**src/rtl/spgm_pkg.sv**
```systemverilog
// ----------------------------------------------------------------------------
// spgm_pkg
// shared constants and types of the stereo pan/gain mixer
// ----------------------------------------------------------------------------
package spgm_pkg;

   // channel set and coefficient registers
   localparam int NUM_CHANNELS  = 8;
   localparam int NUM_COEF_REGS = 8;
   localparam int CHAN_W        = 3;
   localparam int COEF_W        = 51;

   // csr port: 64-bit registers at byte address 8*i
   localparam int CSR_DATA_W = 64;
   localparam int CSR_ADDR_W = 6;
   localparam int CSR_IDX_LO = 3;

   // coefficient word layout
   localparam int GAIN_W    = 16;
   localparam int PAN_W     = 17;
   localparam int GAIN_LO   = 0;
   localparam int PAN_L_LO  = 16;
   localparam int PAN_R_LO  = 33;
   localparam int STEREO_B  = 50;

   // reset: gain 1.0, pan_l 0.5, pan_r 1.0, mono
   localparam logic [COEF_W-1:0] COEF_RESET = 51'h2_0000_8000_1000;

   // Q1.16 pan constants
   localparam logic [PAN_W-1:0] PAN_ONE  = 17'h10000;
   localparam logic [PAN_W-1:0] PAN_HALF = 17'h08000;

   // sample and accumulator widths
   localparam int SMP_W   = 16;
   localparam int SUM_W   = 32;
   localparam int FRAC_B  = 12;
   localparam int MPROD_W = SMP_W + GAIN_W + 1;
   localparam int CONTR_W = MPROD_W - FRAC_B;

   // side gain divider: quotient never exceeds the gain
   localparam int DIV_STEPS = GAIN_W;
   localparam int DIV_CNT_W = $clog2(DIV_STEPS);

   typedef logic [NUM_COEF_REGS-1:0][COEF_W-1:0] coef_array_type;

   typedef struct packed {
      logic [CHAN_W-1:0]       channel;
      logic                    side;
      logic signed [SMP_W-1:0] sample;
      logic                    silent;
      logic                    last;
   } item_type;

   // controller to datapath
   typedef struct packed {
      logic load;
      logic coef_mul;
      logic div_step;
      logic mul_left;
      logic mul_right;
      logic acc_left;
      logic acc_right;
      logic emit;
   } cmd_type;

   // datapath to controller
   typedef struct packed {
      logic active;
      logic last;
   } stat_type;

endpackage

```
**src/rtl/spgm_ctrl.sv**
```systemverilog
// ----------------------------------------------------------------------------
// spgm_ctrl
// sequencer: load, gain product, divider steps, two multiply-adds, emit
// ----------------------------------------------------------------------------
module spgm_ctrl (
   input  logic               clock,
   input  logic               reset,
   input  logic               req_tvalid,
   output logic               req_tready,
   output logic               rsp_tvalid,
   input  logic               rsp_tready,
   input  spgm_pkg::stat_type stat,
   output spgm_pkg::cmd_type  cmd
);

   localparam logic [2:0] ST_IDLE = 3'd0;
   localparam logic [2:0] ST_MUL  = 3'd1;
   localparam logic [2:0] ST_DIV  = 3'd2;
   localparam logic [2:0] ST_MULL = 3'd3;
   localparam logic [2:0] ST_MULR = 3'd4;
   localparam logic [2:0] ST_ADDR = 3'd5;
   localparam logic [2:0] ST_FIN  = 3'd6;

   localparam logic [spgm_pkg::DIV_CNT_W-1:0] CNT_LAST =
      spgm_pkg::DIV_CNT_W'(spgm_pkg::DIV_STEPS - 1);

   logic [2:0]                        state_ff, state_in;
   logic [spgm_pkg::DIV_CNT_W-1:0]    cnt_ff, cnt_in;
   logic                              rsp_valid_ff, rsp_valid_in;
   logic                              out_free;

   assign out_free = !rsp_valid_ff || rsp_tready;

   always_comb begin
      state_in     = state_ff;
      cnt_in       = cnt_ff;
      cmd          = '0;
      req_tready   = 1'b0;
      rsp_valid_in = rsp_valid_ff && !rsp_tready;
      case (state_ff)
         ST_IDLE: begin
            req_tready = 1'b1;
            if (req_tvalid) begin
               cmd.load = 1'b1;
               state_in = ST_MUL;
            end
         end
         ST_MUL: begin
            cmd.coef_mul = 1'b1;
            cnt_in       = '0;
            state_in     = stat.active ? ST_DIV : ST_FIN;
         end
         ST_DIV: begin
            cmd.div_step = 1'b1;
            cnt_in       = cnt_ff + 1'b1;
            if (cnt_ff == CNT_LAST) begin
               state_in = ST_MULL;
            end
         end
         ST_MULL: begin
            cmd.mul_left = 1'b1;
            state_in     = ST_MULR;
         end
         ST_MULR: begin
            cmd.mul_right = 1'b1;
            cmd.acc_left  = 1'b1;
            state_in      = ST_ADDR;
         end
         ST_ADDR: begin
            cmd.acc_right = 1'b1;
            state_in      = ST_FIN;
         end
         ST_FIN: begin
            if (!stat.last) begin
               state_in = ST_IDLE;
            end else if (out_free) begin
               cmd.emit     = 1'b1;
               rsp_valid_in = 1'b1;
               state_in     = ST_IDLE;
            end
         end
         default: begin
            state_in = ST_IDLE;
         end
      endcase
   end

   always_ff @(posedge clock) begin
      if (reset) begin
         state_ff     <= ST_IDLE;
         cnt_ff       <= '0;
         rsp_valid_ff <= 1'b0;
      end else begin
         state_ff     <= state_in;
         cnt_ff       <= cnt_in;
         rsp_valid_ff <= rsp_valid_in;
      end
   end

   assign rsp_tvalid = rsp_valid_ff;

endmodule

```
**config.mk**
```make
export PLATFORM = sky130hd
export DESIGN_NAME = spgm_ctrl
export DESIGN_NICKNAME = d
export VERILOG_FILES = /design/src/rtl/spgm_pkg.sv /design/src/rtl/spgm_ctrl.sv
export SDC_FILE = /design/constraint.sdc
export NUM_CORES = 1
export LEC_CHECK = 0
export BUFFER_PORTS_ARGS = -buffer_cell sky130_fd_sc_hd__buf_2
export CAP_MARGIN = 20
export CORE_MARGIN = 3
export CORE_UTILIZATION = 35
export DETAILED_ROUTE_END_ITERATION = 10
export PLACE_DENSITY_LB_ADDON = 0.2
export SYNTH_ARGS = -nofsm -noshare
export SYNTH_HDL_FRONTEND = slang
export SYNTH_SLANG_ARGS = --single-unit
```
**constraint.sdc**
```tcl
create_clock -name clock -period 2.8 [get_ports clock]
set_input_delay 0.14 -clock clock [delete_from_list [all_inputs] [get_ports clock]]
set_output_delay 0.14 -clock clock [all_outputs]
set_load 0.005 [all_outputs]
```
# Word-level counts from Yosys, hierarchy flattened
# Index checks and enable logic that the tools add are counted.
dict set report totals {
  regBits 8
  wordCells 42
}
dict set report op_classes {
  n_addsub 1
  mux 21
  n_reduce_logical 7
  n_eq_ne 10
}
# cell n
set ops {}
lappend ops {{$pmux 3 s7} 1}
lappend ops {{$mux 3} 5}
lappend ops {{$mux 1} 13}
lappend ops {{$eq 3x3->1 const B} 3}
lappend ops {{$pmux 4 s2} 1}
lappend ops {{$eq 3x2->1 const B} 2}
lappend ops {{$add 4x1->4 const B} 1}
lappend ops {{$eq 4x4->1 const B} 1}
lappend ops {{$ne 2x2->1 const B} 2}
lappend ops {{$eq 3x1->1 const B} 1}
lappend ops {{$logic_not 3->1} 1}
lappend ops {{$ne 3x3->1 const B} 1}
lappend ops {{$reduce_and 3->1} 1}
lappend ops {{$logic_not 1->1} 2}
lappend ops {{$mux 2} 1}
lappend ops {{$reduce_bool 2->1} 1}
lappend ops {{$logic_and 1x1->1} 1}
lappend ops {{$logic_or 1x1->1} 1}

# Depth between registers and ports, before layout
dict set report depth {
  depth_word 5
  ltp_mapped 5
  depth_no_buf 4
}

# Least setup slack after synthesis
# Ideal clock, no wire load.
dict set report synth_timing {
  path_type {flip-flop to flip-flop}
  startpoint {reg state_ff[1]}
  endpoint {reg cnt_ff[2] in the netlist's numbering}
  t_arrival_ns 1.167
  n_path_buf 0
  stages_incl_launch_ff 4
  setup_ns 0.079
  slack_ns 1.554
  required_time_ns 2.721
  cell_sequence {dfxtp_1 -> nor3b_4 -> mux2_2 -> a211oi_2}
}
dict set report synth_between {
  elab_chain_cells 2
  word_cells_on_any_way 4
  classes_between {eq/ne (2); mux (1); reduce/logical (1)}
}
# item line_no
set synth_rtl {}
lappend synth_rtl {{start, declared} spgm_ctrl.sv:27} ;# logic [2:0] state_ff, state_in;
lappend synth_rtl {{start signal, assigned} spgm_ctrl.sv:94} ;# state_ff <= state_in;
lappend synth_rtl {{$eq 3x2->1 or $eq 3x1->1 (tied branches)} spgm_ctrl.sv:40} ;# case (state_ff)
lappend synth_rtl {{$pmux 4 s2 or $reduce_bool 2->1 (tied branches)} --}
lappend synth_rtl {{end signal, assigned} spgm_ctrl.sv:95} ;# cnt_ff <= cnt_in;
lappend synth_rtl {{end, declared} spgm_ctrl.sv:28} ;# logic [spgm_pkg::DIV_CNT_W-1:0] cnt_ff, cnt_in;
# Several ways; a longest one is shown, not always the timed one.
# A chain may end at the register's enable or synchronous reset.

# Worst setup path after layout
# Same ends and word-level chain as after synthesis.

==> results.yml <==
floorplanning:
  die_h_um: 43.4
  start_util_pct: 40.7
  die_x_um: 43.4
  rows: 12
  dieArea_um2: 1880
  core_um2: 1200
  num_io_pins: 16
logic_synthesis:
  netlist_area_um2: 489
  async_reset_ff_share_pct: 0
  syn_area_per_cell_um2: 9.23
  syn_nets: 60
  synth_top_family_by_area: "simple AND/OR/NAND/NOR gates"
  yosysWarnings: 0
  synth_edf_count: 0
  yosysTopAreaCell: "dfxtp_1"
  synthAdderAreaFrac_pct: 2.56
  synth_top_area_share_pct: 32.7
  synth.area.top_cells: "dfxtp_1 (33%), buf_6 (6.9%), a211oi_2 (5.1%)"
  synthSimpleGateAreaFrac_pct: 27.1
  synth_cell_types: 30
  synth_compound_area_share_pct: 21.7
  ys.flop_type: "dfxtp_1"
  synth.area.mux_share_pct: 4.35
  netlist_instances: 53
  synthXorXnorAreaFrac_pct: 0
  synth.top_cells.by_count: "dfxtp_1 (8), a21oi_1 (5), buf_6 (3), inv_1 (3)"
  ys_seq_area_share_pct: 32.7
  synth_seq_cells: 8
  synth_most_common_cell: "dfxtp_1"
critical_path:
  timing.critical_path.to_type: "flip-flop"
  cp_max_fo: 11
  arrival_ns: 1.77
  worstReg2RegStart: "state_ff[1]"
  cp.required_ns: 2.99
  cp-start-kind: "flip-flop"
  critPathKind: "flip-flop to flip-flop"
  cp-startpoint: "state_ff[1]"
timing:
  rsz0062_at_grt: "no"
  worst_slew_pin_slew_ns: 0.438
  max_slew_margin_pct: 70.8
  drv_slew: 0
  finalHoldViolations: 0
  finalSetupViolCount: 0
  post-route-period-util_pct: 56.3
  max_freq_mhz: 635
  period_minus_slack_ns: 1.58
  setup_tns_ns: 0
  finClkSkew_ns: 0.0183
  hold_ws_ns: 0.139
final_layout:
  area_growth_pct: 14.3
  multi_input_area_um2: 273
  num_antenna_cells: 0
  final_nets: 75
  nFillCells: 123
  seqCellArea_um2: 160
  drive_gt1_share_pct: 34.8
placement:
  gp_congestion: 0.674
  portBuffers: 15
  dp_hpwl_um: 718
cts:
  clock-sinks: 8
  h-tree-depth: 1
  cts_tree: "built"
  postCtsSetupBuffers: 0
  cts_hold_buf: 0
  ctsResizeCount: 0
  clock_latency_ns: 0.27
  cts_root_buf: "clkbuf_4"
  clk_pin_slew_ns: 0.06
  numCtsBuffers: 3
  cts_buffer_depth: 2
global_routing:
  antenna_found_initial: 0
  met1_usage_pct: 15.5
  grt_pass1_wl_um: 1630
  busiest_layer: "met2"
  met2_usage_pct: 15.6
  grt_pass1_vias: 375
  grt_util_met3_pct: 6.22
  gr-total-overflow: 0
  grt_start_max_net_pins: 13
  globalRouteTotalUtil_pct: 11.5
status:
  status: "complete, no violations"
pwr:
  powerDensity_nw_per_um2: 475
  max-vdd-ir-drop_v: 0.000351
  power.leakage_uw: 0.000237
job:
  maxCapViolCount: 0
routing:
  ant_nets: 0
  wl_um: 969
  dr.pass1.iters: 2
  routed-via-count: 416
  drc: 0
  routed_via_density: 5.20
  wl_per_cell_um: 12.1
  drt_iter0_markers: 10
min_path:
  min_from: "req_tvalid"
  hold_class: "input port to flip-flop"
final timing paths:
path | endpoint | slack, ns | cells after the start
max reg2reg | cnt_ff[2] | 1.22 | 3
min reg2reg | cnt_ff[3] | 0.49 | 1
min | state_ff[0] | 0.14 | 2
max | cnt_ff[2] | 1.22 | 3
routing by layer:
layer	share of wire (%)	up-vias
met4	0	0
met2	44	9
met3	5.3	0
li1	-	222
met5	0	-
met1	51	185
placed cells by master (no fill, tap or decap), drive strengths merged, types with 2 or more instances in the layout:
cell	n
and3	2
nand2	2
nand2b	2
a21oi	5
a211o	2
a211oi	3
nand3	2
buf	15
nor3	2
nand3b	2
clkbuf	3
dfxtp	8
inv	3
cells by family after synthesis:
kind of cell    count (synthesis)
simple gates                   20
flops                           8
fa+ha+maj                       1
mux                             2
compound gates                 14
buf+inv                         8
sequential cells by signal, indices dropped and copies added, names as in the netlist:
signal	flops
cnt_ff	4
rsp_tvalid	1
state_ff	3
through the flow:
| step | utilization (%) | worst slack [ns] | total power, µW | cell area, µm² | std cells |
|---|---|---|---|---|---|
| 2_1_floorplan | - | 1.55 | 167 | 489 | 53 |
| 3_3_place_gp | 44.7 | 1.28 | 177 | 537 | 77 |
| 3_5_place_dp | 44.7 | 1.25 | 177 | 537 | 77 |
| 4_1_cts | 46.6 | 1.22 | 271 | 559 | 80 |
| 5_1_grt | 46.6 | 1.12 | 282 | 559 | 80 |
| 6_report | 46.6 | 1.22 | 265 | 559 | 80 |
power breakdown:
group | switching (µW) | leakage (µW) | internal (µW)
registers | 9.23 | 0.0000649 | 118
clock network | 42.3 | 0.0000138 | 49.2
logic | 22.0 | 0.000158 | 24.3
total | 73.5 | 0.000237 | 192
worst max-delay path, cell delays in order, from the launching register on:
cell and delay (ns):
dfxtp_1 0.44, nor3b_4 0.46, mux2_2 0.39, a211oi_2 0.21
layout make-up:
cell class | instances | area share [%]
flip-flops and latches | 8 | 28.6
clock buffers | 3 | 4.03
repair buffers | 15 | 13.4
well taps | 14 | 3.13
inverters | 3 | 2.01
multi-input cells | 37 | 48.8
No activity file was read; power rests on OpenSTA's default activity.
