### config.mk
export PLATFORM = sky130hd
export DESIGN_NAME = spgm_csr
export DESIGN_NICKNAME = d
export VERILOG_FILES = /design/src/rtl/spgm_pkg.sv /design/src/rtl/spgm_csr.sv
export SDC_FILE = /design/constraint.sdc
export NUM_CORES = 1
export LEC_CHECK = 0
export BUFFER_PORTS_ARGS = -buffer_cell sky130_fd_sc_hd__buf_2
export CAP_MARGIN = 20
export CELL_PAD_IN_SITES_DETAIL_PLACEMENT = 1
export CELL_PAD_IN_SITES_GLOBAL_PLACEMENT = 1
export CORE_UTILIZATION = 38
export DETAILED_ROUTE_END_ITERATION = 8
export PLACE_DENSITY = 0.87
export SETUP_SLACK_MARGIN = 0.2
export SKIP_CTS_REPAIR_TIMING = 1
export SLEW_MARGIN = 20
export SYNTH_ARGS = -nofsm -noshare
export SYNTH_HDL_FRONTEND = slang
export SYNTH_SLANG_ARGS = --single-unit
### constraint.sdc
create_clock -name clock -period 2.2 [get_ports clock]
set_clock_uncertainty 0.2 [all_clocks]
set_input_delay 0.11 -clock clock [delete_from_list [all_inputs] [get_ports clock]]
set_output_delay 0.11 -clock clock [all_outputs]
set_load 0.1 [all_outputs]
### src/rtl/spgm_pkg.sv
// ----------------------------------------------------------------------------
// spgm_pkg
// shared constants and types of the stereo pan/gain mixer
// ----------------------------------------------------------------------------
package spgm_pkg;

   // channel set and coefficient registers
   localparam int NUM_CHANNELS  = 8;
   localparam int NUM_COEF_REGS = 8;
   localparam int CHAN_W        = 3;
   localparam int COEF_W        = 51;

   // csr port: 64-bit registers at byte address 8*i
   localparam int CSR_DATA_W = 64;
   localparam int CSR_ADDR_W = 6;
   localparam int CSR_IDX_LO = 3;

   // coefficient word layout
   localparam int GAIN_W    = 16;
   localparam int PAN_W     = 17;
   localparam int GAIN_LO   = 0;
   localparam int PAN_L_LO  = 16;
   localparam int PAN_R_LO  = 33;
   localparam int STEREO_B  = 50;

   // reset: gain 1.0, pan_l 0.5, pan_r 1.0, mono
   localparam logic [COEF_W-1:0] COEF_RESET = 51'h2_0000_8000_1000;

   // Q1.16 pan constants
   localparam logic [PAN_W-1:0] PAN_ONE  = 17'h10000;
   localparam logic [PAN_W-1:0] PAN_HALF = 17'h08000;

   // sample and accumulator widths
   localparam int SMP_W   = 16;
   localparam int SUM_W   = 32;
   localparam int FRAC_B  = 12;
   localparam int MPROD_W = SMP_W + GAIN_W + 1;
   localparam int CONTR_W = MPROD_W - FRAC_B;

   // side gain divider: quotient never exceeds the gain
   localparam int DIV_STEPS = GAIN_W;
   localparam int DIV_CNT_W = $clog2(DIV_STEPS);

   typedef logic [NUM_COEF_REGS-1:0][COEF_W-1:0] coef_array_type;

   typedef struct packed {
      logic [CHAN_W-1:0]       channel;
      logic                    side;
      logic signed [SMP_W-1:0] sample;
      logic                    silent;
      logic                    last;
   } item_type;

   // controller to datapath
   typedef struct packed {
      logic load;
      logic coef_mul;
      logic div_step;
      logic mul_left;
      logic mul_right;
      logic acc_left;
      logic acc_right;
      logic emit;
   } cmd_type;

   // datapath to controller
   typedef struct packed {
      logic active;
      logic last;
   } stat_type;

endpackage

### src/rtl/spgm_csr.sv
// ----------------------------------------------------------------------------
// spgm_csr
// per-channel coefficient registers behind the csr port
// ----------------------------------------------------------------------------
module spgm_csr (
   input  logic                               clock,
   input  logic                               reset,
   input  logic                               csr_psel,
   input  logic                               csr_penable,
   input  logic                               csr_pwrite,
   input  logic [spgm_pkg::CSR_ADDR_W-1:0]    csr_paddr,
   input  logic [spgm_pkg::CSR_DATA_W-1:0]    csr_pwdata,
   output logic [spgm_pkg::CSR_DATA_W-1:0]    csr_prdata,
   output logic                               csr_pready,
   output spgm_pkg::coef_array_type           coefs
);

   spgm_pkg::coef_array_type coef_ff;
   spgm_pkg::coef_array_type coef_in;
   logic [spgm_pkg::CHAN_W-1:0] reg_idx;
   logic                        wr_en;

   assign reg_idx    = csr_paddr[spgm_pkg::CSR_ADDR_W-1:spgm_pkg::CSR_IDX_LO];
   assign wr_en      = csr_psel & csr_penable & csr_pwrite;
   assign csr_pready = 1'b1;

   always_comb begin
      coef_in = coef_ff;
      if (wr_en) begin
         coef_in[reg_idx] = csr_pwdata[spgm_pkg::COEF_W-1:0];
      end
   end

   always_ff @(posedge clock) begin
      if (reset) begin
         for (int i = 0; i < spgm_pkg::NUM_COEF_REGS; i++) begin
            coef_ff[i] <= spgm_pkg::COEF_RESET;
         end
      end else begin
         coef_ff <= coef_in;
      end
   end

   assign csr_prdata = {{(spgm_pkg::CSR_DATA_W-spgm_pkg::COEF_W){1'b0}}, coef_ff[reg_idx]};
   assign coefs      = coef_ff;

endmodule

Word-level counts from Yosys, hierarchy flattened
Index checks and enable logic that the tools add are counted.
{"block": "totals", "regBits": 408, "in_bits": 75, "output_inout_bits": 473, "elab_cells": 18}
{"block": "classes", "n_lt_le_gt_ge": 2, "mux": 5, "n_bitwise": 2, "reduce_logical": 1}
{"cell": "408-bit bitwise mux", "count": 1}
{"cell": "51-bit binary-select mux with 3-bit select", "count": 1}
{"cell": "51-bit demux with 3-bit select", "count": 1}
{"cell": "51-bit two-way mux", "count": 2}
{"cell": "3-bit by 4-bit less-than comparator with 1-bit output, second input constant", "count": 1}
{"cell": "3-bit by 1-bit >= comparator with 1-bit output, second input constant", "count": 1}
{"cell": "1-bit bitwise AND", "count": 2}
{"cell": "1-bit logical AND", "count": 1}

Depth between registers and ports, before layout
Gate-level depths: netlist (run 1).
{"block": "depth", "ltp_word": 5, "ltp_mapped": 7, "mapped_depth_nobuf": 3}

Worst setup path after synthesis (run 1)
Ideal clock, no wire load.
{"block": "synth_timing", "kind": "reg-to-output", "startpoint": "reg coef_ff (netlist bit coefs[183])", "endpoint": "out csr_prdata[30] (netlist bit)", "t_arrival_ps": 3446, "required_ps": 1890, "path_slack_ps": -1556, "path_stages_with_launch": 4, "path_buffers": 0, "path_cell_list": "dfxtp_1 mux2i_1 o211a_1 o21ai_0"}
{"block": "synth_via", "elab_chain_len": 2}
{"item": "start: declaration", "line": "spgm_csr.sv:18", "rtl": "spgm_pkg::coef_array_type coef_ff;"}
{"item": "start signal: indexed assignment", "line": "spgm_csr.sv:37", "rtl": "coef_ff[i] <= spgm_pkg::COEF_RESET;"}
{"item": "start signal: assignment", "line": "spgm_csr.sv:40", "rtl": "coef_ff <= coef_in;"}
{"item": "51-bit binary-select mux with 3-bit select", "line": "spgm_csr.sv:44", "rtl": "assign csr_prdata = {{(spgm_pkg::CSR_DATA_W-spgm_pkg::COEF_W){1'b0}}, coef_ff[reg_idx]};"}
{"item": "51-bit two-way mux (not written as such)", "line": "spgm_csr.sv:44"}
{"item": "end: declaration", "line": "spgm_csr.sv:13", "rtl": "output logic [spgm_pkg::CSR_DATA_W-1:0] csr_prdata,"}
No other way between the ends. The select of a mux whose other input is x is not followed.

Final worst setup path (run 1)
{"block": "layout_timing", "startpoint": "reg coef_ff (netlist bit coefs[203])", "endpoint": "out csr_prdata[50] (netlist bit)"}
The elaborated chain is that of the path after synthesis.

==> run_results.csv, run 1 <==
group,metric,value,unit
global_routing,first_global_vias,15800,
timing,setup_tns,-132,ps
synth,synthesis.area,19300,sq um
route,avgRoutedWirePerCell,26.0,um
route,post_route_wl,76000,um
clocking,cts.sink_count,408,
power,power.total,0.0171,W
synth,postSynth.topFlopCell,"dfxtp_1",
clocking,numCtsBuffers,46,
cells_and_area,number_of_nets_at_the_end_of_the_flow,2287,
power,max-vdd-ir-drop,0.553,mV
synth,synth_area_per_cell,11.8,sq um
die,placement_rows,82,
placed_design,gp_congestion,0.805,
synth,yosys_warnings,0,
global_routing,grt_first_pass_wirelength,97200,um
worst_setup_path,timing.critical_path.fanout_max,3,
cells_and_area,post_route_cells_drive_above_1_share,0.476,
cells_and_area,synthToLayoutAreaGrowth,35.7,%
timing,hold_viol_final,7,
synth,edff_count_synth,0,
global_routing,grt_start_max_net_pins,113,
timing,period_share,1.04,
die,core,50200,sq um
timing,hold_ws,-84.8,ps
route,drt_drc_violations_left,0,
cells_and_area,largest_reg_flops,408,
route,detail_route.iter0.violations,992,
route,detail_route.first_pass.iterations,5,
route,dr_total_vias,15700,
outcome,status,"finished with violations",
timing,timing.final.ws_setup,-98.3,ps
global_routing,antenna_found_initial,1,
synth,synthDistinctLibCells,29,
die,start_util,0.385,
die,dieWidth,228,um
worst_setup_path,startpoint_type,"register",
clocking,cts_tree,"done",
cells_and_area,multiInputGateArea,10200,sq um
flow_run,drv_cap,0,
timing,worst_slew_pin_slew,753,ps
synth,ys_ff_latch,408,
placed_design,post-dp-hpwl,45600,um
worst_setup_path,worst_ep_arrival_time,1990,ps
synth,synthCells,1641,
timing,drv_slew,0,
cells_and_area,layout.area.seq,8420,sq um
worst_setup_path,criticalPathCategory,"register to output pin",
route,detail-route-antenna-nets,0,
worst_setup_path,cp_data_required_time,1890,ps
synth,fraction_of_registers_with_async_set_or_reset_after_synthesis,0,
power,power.leakage,13.5,nW
die,fp.dieH,228,um
die,floorplan.die_area,51800,sq um
timing,fmax,435,MHz
outcome,violations,"hold timing, setup timing",
synth,yosysSeqAreaShare,0.423,
route,via_per_inst,5.38,
placed_design,io_buffer_count,517,
clocking,clk_root_buffer_cell,"clkbuf_16",
die,io-pin-count,548,
power,p_per_area,654,nW/um^2
global_routing,gr-total-overflow,0,
clocking,cts_htree_levels,2,
clocking,worst_setup_hold_path_clk_slew,60,ps
worst_setup_path,capturing_element_type_of_the_critical_path,"output pin",
timing,rsz0062_at_grt,"true",
global_routing,global_route.usage.total,0.247,
cells_and_area,filler_cell_count,5249,
clocking,clk_path_buf_depth,3,
clocking,clk-insertion-delay-late,540,ps
timing,timing.slew.headroom,0.498,
timing,setup_violations,3,
timing,min_cycle_time_layout,2300,ps
hold_path,min_path_type,"primary input to register",
layout make-up:
cell class              instances  area share
repair buffers                701       0.200
diodes                          2    0.000191
multi-input cells            1054       0.388
inverters                       1    0.000143
clock buffers                  67      0.0519
flip-flops and latches        408       0.321
clock inverters                15     0.00620
well taps                     672      0.0321
per-stage QoR:
step,instances,util,instance area [sq um],worst slack (ps)
finish,2920,0.523,26200,-98.3
global route,2919,0.523,26200,-125
CTS,2797,0.483,24200,-311
detailed placement,2715,0.452,22700,70.7
global placement,2715,0.452,22700,100
floorplan,1653,-,19400,205
synth_stat cells (all sizes together) (2+ instances only):
master | number | share of area
nor2 | 28 | 0.0054
nand3 | 3 | 0.00078
buf | 126 | 0.042
clkbuf | 64 | 0.014
and2 | 2 | 0.00065
mux2i | 409 | 0.21
mux2 | 51 | 0.039
nand2 | 6 | 0.0012
nor2b | 2 | 0.00065
dfxtp | 408 | 0.42
mux4 | 100 | 0.12
conb | 2 | 0.00039
nand2b | 432 | 0.14
metal layers:
layer	GRT usage	routed length [um]	vias to the layer above
li1	-	-	6755
met1	0.292	29100	7946
met2	0.426	38500	761
met3	0.0591	4920	255
met4	0.108	3450	0
met5	0	0	-
worst max-delay path: stages, from the launching register on:
cell	delay, ps
dfxtp_2	330
mux4_2	580
mux2_4	330
buf_12	170
cells in the final DEF (no fill, tap or decap), drive strengths merged:
cell and n:
a211oi 1, a32oi 1, and2 2, and3 1, and4 1, and4b 1
buf 649, bufinv 3, clkbuf 67, clkinv 9, clkinvlp 2, conb 14
dfxtp 408, diode 2, dlygate4sd3 52, inv 2, mux2 51, mux2i 409
mux4 100, nand2 6, nand2b 432, nand3 3, nor2 28, nor2b 2
o211a 1, o21ai 1
report_power, final:
group	switching (W)	internal (W)	leakage, nW	total (W)
Clock	0.00324	0.00464	0.752	0.00788
Sequential	0.0000537	0.00744	3.38	0.00749
Combinational	0.00118	0.000593	9.35	0.00177
Total	0.00448	0.0127	13.5	0.0171
logic make-up after synthesis:
| group | count (synthesis) | share of synthesized area |
|---|---|---|
| flip-flops | 408 | 0.423 |
| other | 2 | 0.000389 |
| buffers and inverters | 191 | 0.0559 |
| AND/OR/NAND/NOR | 476 | 0.150 |
| multiplexers | 560 | 0.370 |
| AO/OA/AOI/OAI | 4 | 0.00162 |
worst paths after layout:
kind | startpoint | end | slack, ps | cells after the start
worst min register to register | coefs[275]$_SDFFE_PP0P_ | coefs[275]$_SDFFE_PP0P_ | 290 | 2
worst max-delay path | coefs[203]$_SDFFE_PP0P_ | csr_prdata[50] | -100 | 3
worst max register to register | coefs[67]$_SDFFE_PP0P_ | coefs[67]$_SDFFE_PP0P_ | 1160 | 2
worst min-delay path | csr_pwdata[50] | coefs[152]$_SDFFE_PP0P_ | -80 | 3
(Power assumes the default switching activity.)
==> run 2: changes to the inputs <==
Settings changed: ABC_AREA set to 1, CORE_UTILIZATION 38 to 35, PLACE_DENSITY 0.87 to 0.91.
==> run_results.csv, run 2 <==
group,metric,value,unit
flow_run,drv_cap,0,
global_routing,grt_start_max_net_pins,70,
placed_design,gp_congestion,0.843,
power,power.leakage,13.8,nW
power,power.total,0.0184,W
timing,period_share,0.902,
worst_setup_path,path_cells,"nand2_1, nand2_1, nand2_1, nand2_1, nand2_1, nand2_2, buf_12",
cells_and_area,final-instance-count-excl-fill,4664,
synth,most_frequent_cell_after_synthesis,"nand2_1",
worst_setup_path,capturing_element_type_of_the_critical_path,"output pin",
global_routing,gr-total-overflow,0,
worst_setup_path,critical-path-top-cell-by-count,"nand2_1",
cells_and_area,post_route_cells_drive_above_1_share,0.281,
worst_setup_path,worst_ep_arrival_time,1680,ps
synth,synth_top_cell_by_area,"dfxtp_1",
route,avgRoutedWirePerCell,20.3,um
route,post_route_wl,94500,um
die,dieWidth,241,um
placed_design,placed_cells_incl_taps,4528,
worst_setup_path,setup.reg_to_reg.worst_slack,800,ps
timing,setup_violations,0,
clocking,cts_tree,"done",
cells_and_area,most_frequent_cells_in_the_layout,"nand2_1, nor2_1, buf_2, dfxtp_2, nand3_1",
die,io-pin-count,548,
cells_and_area,mostFrequentLayoutCell,"nand2_1",
timing,timing.slew.headroom,0.583,
timing,drv_slew,0,
cells_and_area,number_of_nets_at_the_end_of_the_flow,3953,
global_routing,grt_first_pass_wirelength,135000,um
power,p_per_area,684,nW/um^2
power,max-vdd-ir-drop,0.443,mV
worst_setup_path,criticalPathCategory,"register to output pin",
clocking,numCtsBuffers,47,
timing,fmax,504,MHz
clocking,clk_root_buffer_cell,"clkbuf_16",
synth,synth.top_cells.by_count,"nand2_1, nor2_1, dfxtp_1",
placed_design,io_buffer_count,517,
worst_setup_path,cp_data_required_time,1890,ps
timing,hold_ws,6.70,ps
synth,yosysSeqAreaShare,0.408,
worst_setup_path,crit_path_start,"coefs[170]$_SDFFE_PP0P_",
worst_setup_path,rr_endpoint,"coefs[165]$_SDFFE_PP1P_",
route,via_per_inst,5.18,
clocking,clk_path_buf_depth,3,
placed_design,place_area,24800,sq um
worst_setup_path,critical_path.max_stage_delay,370,ps
die,floorplan.die_area,58100,sq um
worst_setup_path,cp_slowest_cell,"dfxtp_2",
clocking,worst_setup_hold_path_clk_slew,70,ps
die,fp.dieH,241,um
power,combPwrFrac,0.147,
die,core,56500,sq um
worst_setup_path,r2r.worst_path.cells,3,
placed_design,post-dp-hpwl,59000,um
outcome,status,"finished, final reports clean",
worst_setup_path,reg2reg_from,"coefs[165]$_SDFFE_PP1P_",
cells_and_area,antenna_cell_count,0,
route,dr_total_vias,24100,
synth,edff_count_synth,0,
cells_and_area,filler_cell_count,7580,
synth,fraction_of_registers_with_async_set_or_reset_after_synthesis,0,
power,seq_power_share,0.412,
clocking,clk-insertion-delay-late,570,ps
clocking,cts_htree_levels,2,
worst_setup_path,worst_setup_endpoint,"csr_prdata[17]",
route,detail_route.iter0.violations,1605,
die,start_util,0.354,
timing,setup_tns,0,ps
synth,post_synth_main_area_contributors,"dfxtp_1, nand2_1, nor2_1",
synth,yosys_warnings,0,
route,detail-route-antenna-nets,0,
synth,postSynth.topFlopCell,"dfxtp_1",
synth,synthCells,3420,
power,sw_frac_of_total,0.300,
power,power.switching,0.00554,W
global_routing,first_global_vias,23300,
timing,rsz0062_at_grt,"true",
global_routing,global_route.usage.total,0.300,
synth,synth_area_per_cell,5.85,sq um
cells_and_area,largest_reg_flops,408,
timing,worst_slew_pin_slew,629,ps
synth,synthesis.area,20000,sq um
power,power_internal,0.0129,W
worst_setup_path,startpoint_type,"register",
global_routing,antenna_found_initial,2,
clocking,cts.sink_count,408,
timing,min_cycle_time_layout,1990,ps
route,detail_route.first_pass.iterations,5,
synth,ys_ff_latch,408,
timing,hold_viol_final,0,
hold_path,min_path_type,"primary input to register",
synth,synthDistinctLibCells,15,
worst_setup_path,timing.critical_path.fanout_max,3,
route,drt_drc_violations_left,0,
die,placement_rows,87,
power,power.share.clock,0.442,
cells_and_area,synthToLayoutAreaGrowth,34.8,%
cells_and_area,finalInstanceArea,27000,sq um
synth,fraction_of_post_synthesis_cell_area_in_the_top_cell_type_by_area,0.408,
## run 2: cell count changes after synthesis, sizes merged, moves of 13 or more
| cell | delta |
|---|---|
| buf | +43 |
| mux2 | -51 |
| mux2i | -409 |
| nand3 | +224 |
| nand2 | +1681 |
| nand2b | -432 |
| inv | +56 |
| mux4 | -100 |
| clkbuf | +13 |
| nor2 | +759 |
## run 2: kinds of logic after synthesis
family | share of synthesized area
simple gates | 0.522
flops | 0.408
buf+inv | 0.0683
other cells | 0.000375
compound gates | 0.000750
## run 2: per-layer routing
metal,vias up,part of all wire,global-route usage
met5,-,0.00026,0
met4,4,0.046,0.152
met3,272,0.069,0.0596
met2,952,0.49,0.507
met1,11700,0.40,0.360
li1,11200,-,-
## run 2: final cells by class
class | instances | area, sq um | area share
multi-input cells | 2721 | 10600 | 0.394
flip-flops and latches | 408 | 8680 | 0.322
repair buffers | 643 | 4920 | 0.182
clock buffers | 73 | 1480 | 0.0547
well taps | 756 | 946 | 0.0351
inverters | 57 | 236 | 0.00877
clock inverters | 6 | 83.8 | 0.00311
## run 2: power groups by stage
| stage | clock (W) | sequential [W] | combinational [W] |
|---|---|---|---|
| 2_1_floorplan | 0 | 0.00842 | 0.00114 |
| 6_report | 0.00815 | 0.00759 | 0.00270 |
| 3_3_place_gp | 0 | 0.00774 | 0.00253 |
| 5_1_grt | 0.00854 | 0.00759 | 0.00284 |
| 4_1_cts | 0.00818 | 0.00759 | 0.00259 |
| 3_5_place_dp | 0 | 0.00775 | 0.00257 |
## run 2: worst min-delay path by stage
stage / from / endpoint / slack [ps] / cells after the start
final: csr_paddr[5] / coefs[132]$_SDFFE_PP0P_ / 7 / 6
after global routing: csr_paddr[5] / coefs[132]$_SDFFE_PP0P_ / 40 / 6
after CTS: csr_pwdata[12] / coefs[63]$_SDFFE_PP1P_ / -350 / 3
after detailed placement: coefs[355]$_SDFFE_PP1P_ / coefs[355]$_SDFFE_PP1P_ / 250 / 2
after global placement: coefs[235]$_SDFFE_PP1P_ / coefs[235]$_SDFFE_PP1P_ / 240 / 2
after floorplan: csr_paddr[3] / coefs[165]$_SDFFE_PP1P_ / 190 / 3
## run 2: critical path: cells and delay by family (launching register included)
kind,cells,cell delay (ps)
buffers and inverters,1,180
and+or+nand+nor,6,540
DFF,1,370
## run 2: per-stage QoR
stage,worst slack [ps],util
after detailed placement,242,0.439
after floorplan,-39.1,-
after CTS,201,0.467
after global placement,315,0.439
final,215,0.477
after global routing,148,0.477
==> run 3: changes to the inputs <==
Settings changed: CORE_UTILIZATION 35 to 38, PLACE_DENSITY 0.91 to 0.95.
Clock period 2.2 ns to 2.5 ns, I/O delays scaled along.
==> run_results.csv, run 3 (synthesis gave the netlist of run 2 again) <==
group,metric,value,unit
timing,fmax,446,MHz
power,combPwrFrac,0.141,
timing,worst_slew_pin_slew,615,ps
power,max-vdd-ir-drop,0.517,mV
cells_and_area,layout.area.seq,8170,sq um
die,placement_rows,83,
worst_setup_path,crit_family,"simple AND/OR/NAND/NOR gates",
timing,min_cycle_time_layout,2240,ps
worst_setup_path,setup.reg_to_reg.worst_slack,1440,ps
route,post_route_wl,100000,um
worst_setup_path,capturing_element_type_of_the_critical_path,"output pin",
clocking,clk_path_buf_depth,3,
power,power.switching,0.00506,W
die,fp.dieH,231,um
clocking,worst_setup_hold_path_clk_slew,70,ps
global_routing,gr-total-overflow,0,
worst_setup_path,worst_ep_arrival_time,1920,ps
hold_path,min_path_type,"primary input to register",
clocking,cts_htree_levels,2,
die,start_util,0.387,
timing,setup_tns,0,ps
cells_and_area,post_route_cells_drive_above_1_share,0.173,
worst_setup_path,cp_data_required_time,2170,ps
route,avgRoutedWirePerCell,21.9,um
timing,rsz0062_at_grt,"false",
worst_setup_path,criticalPathCategory,"register to output pin",
hold_path,worstHoldStart,"csr_paddr[4]",
cells_and_area,most_frequent_cells_in_the_layout,"nand2_1, nor2_1, buf_2, dfxtp_1, nand3_1",
cells_and_area,mostFrequentLayoutCell,"nand2_1",
cells_and_area,number_of_nets_at_the_end_of_the_flow,3937,
global_routing,first_global_vias,25600,
power,power.share.clock,0.463,
route,detail-route-antenna-nets,0,
timing,hold_viol_final,0,
timing,period_share,0.896,
timing,setup_violations,0,
die,io-pin-count,548,
power,p_per_area,642,nW/um^2
worst_setup_path,path_buf_inv,1,
worst_setup_path,path_cells,"nand2_1, nand2_1, nand2_1, nand2_1, nand2_1, nand2_1, buf_12",
route,detail_route.iter0.violations,2071,
clocking,numCtsBuffers,48,
worst_setup_path,critical_path.max_stage_delay,460,ps
cells_and_area,multiInputGateArea,10600,sq um
route,drt_drc_violations_left,0,
worst_setup_path,reg2reg_from,"coefs[320]$_SDFFE_PP0P_",
placed_design,placed_cells_incl_taps,4440,
worst_setup_path,startpoint_type,"register",
route,via_per_inst,5.53,
placed_design,gp_congestion,0.886,
worst_setup_path,cp_slowest_cell,"dfxtp_1",
cells_and_area,final-instance-count-excl-fill,4581,
power,sw_frac_of_total,0.300,
timing,drv_slew,0,
placed_design,post-dp-hpwl,59800,um
worst_setup_path,timing.critical_path.fanout_max,3,
global_routing,global_route.usage.total,0.345,
clocking,cts_tree,"done",
cells_and_area,filler_cell_count,7059,
die,core,51700,sq um
clocking,clk-insertion-delay-late,590,ps
placed_design,io_buffer_count,517,
clocking,clk_root_buffer_cell,"clkbuf_16",
flow_run,drv_cap,0,
die,floorplan.die_area,53600,sq um
power,power_internal,0.0118,W
worst_setup_path,crit_path_start,"coefs[369]$_SDFFE_PP1P_",
global_routing,grt_first_pass_wirelength,145000,um
outcome,status,"finished, final reports clean",
route,dr_total_vias,25300,
cells_and_area,largest_reg_flops,408,
global_routing,antenna_found_initial,2,
timing,timing.slew.headroom,0.590,
worst_setup_path,critical-path-top-cell-by-count,"nand2_1",
cells_and_area,synthToLayoutAreaGrowth,31.1,%
route,detail_route.first_pass.iterations,7,
clocking,cts.sink_count,408,
die,dieWidth,231,um
power,power.leakage,13.6,nW
global_routing,grt_start_max_net_pins,86,
power,seq_power_share,0.396,
[run 3: worst register-to-register path, cell delays in order (launching register included)]
cell,delay [ps]
dfxtp_1,430
nor2_1,90
nor2_1,240
[run 3: power groups by stage]
stage	Combinational (W)	Clock (W)	Sequential (W)
6_report	0.00237	0.00781	0.00667
5_1_grt	0.00247	0.00808	0.00668
4_1_cts	0.00226	0.00779	0.00667
3_5_place_dp	0.00223	0	0.00681
3_3_place_gp	0.00218	0	0.00681
2_1_floorplan	0.00101	0	0.00739
[run 3: worst paths after layout]
kind / endpoint / cells after the start
hold reg to reg: coefs[355]$_SDFFE_PP1P_ / 2
setup reg to reg: coefs[320]$_SDFFE_PP0P_ / 2
hold / removal: coefs[184]$_SDFFE_PP1P_ / 4
setup / recovery: csr_prdata[12] / 7
[run 3: area by class of cell]
cell class,count,area share
multi-input cells,2721,0.404
inverters,57,0.00892
repair buffers,626,0.177
well taps,680,0.0324
diodes,1,0.0000954
clock inverters,18,0.0109
flip-flops and latches,408,0.311
clock buffers,70,0.0547
[run 3: metal layers]
metal / up-vias / wire, um / GRT usage
li1: 11100 / - / -
met1: 12300 / 37400 / 0.398
met2: 1458 / 48100 / 0.593
met3: 462 / 8450 / 0.0637
met4: 2 / 6380 / 0.200
met5: - / 10 / 0
[run 3: stage by stage]
| step | power [W] | hold WS [ps] | utilization | cell area, sq um | setup slack [ps] |
|---|---|---|---|---|---|
| floorplan | 0.00840 | 202 | - | 20100 | 234 |
| global placement | 0.00899 | 264 | 0.464 | 24000 | 378 |
| detailed placement | 0.00904 | 278 | 0.464 | 24000 | 335 |
| CTS | 0.0167 | -338 | 0.497 | 25700 | 281 |
| global route | 0.0172 | 77.4 | 0.507 | 26200 | 222 |
| finish | 0.0169 | 103 | 0.507 | 26200 | 259 |
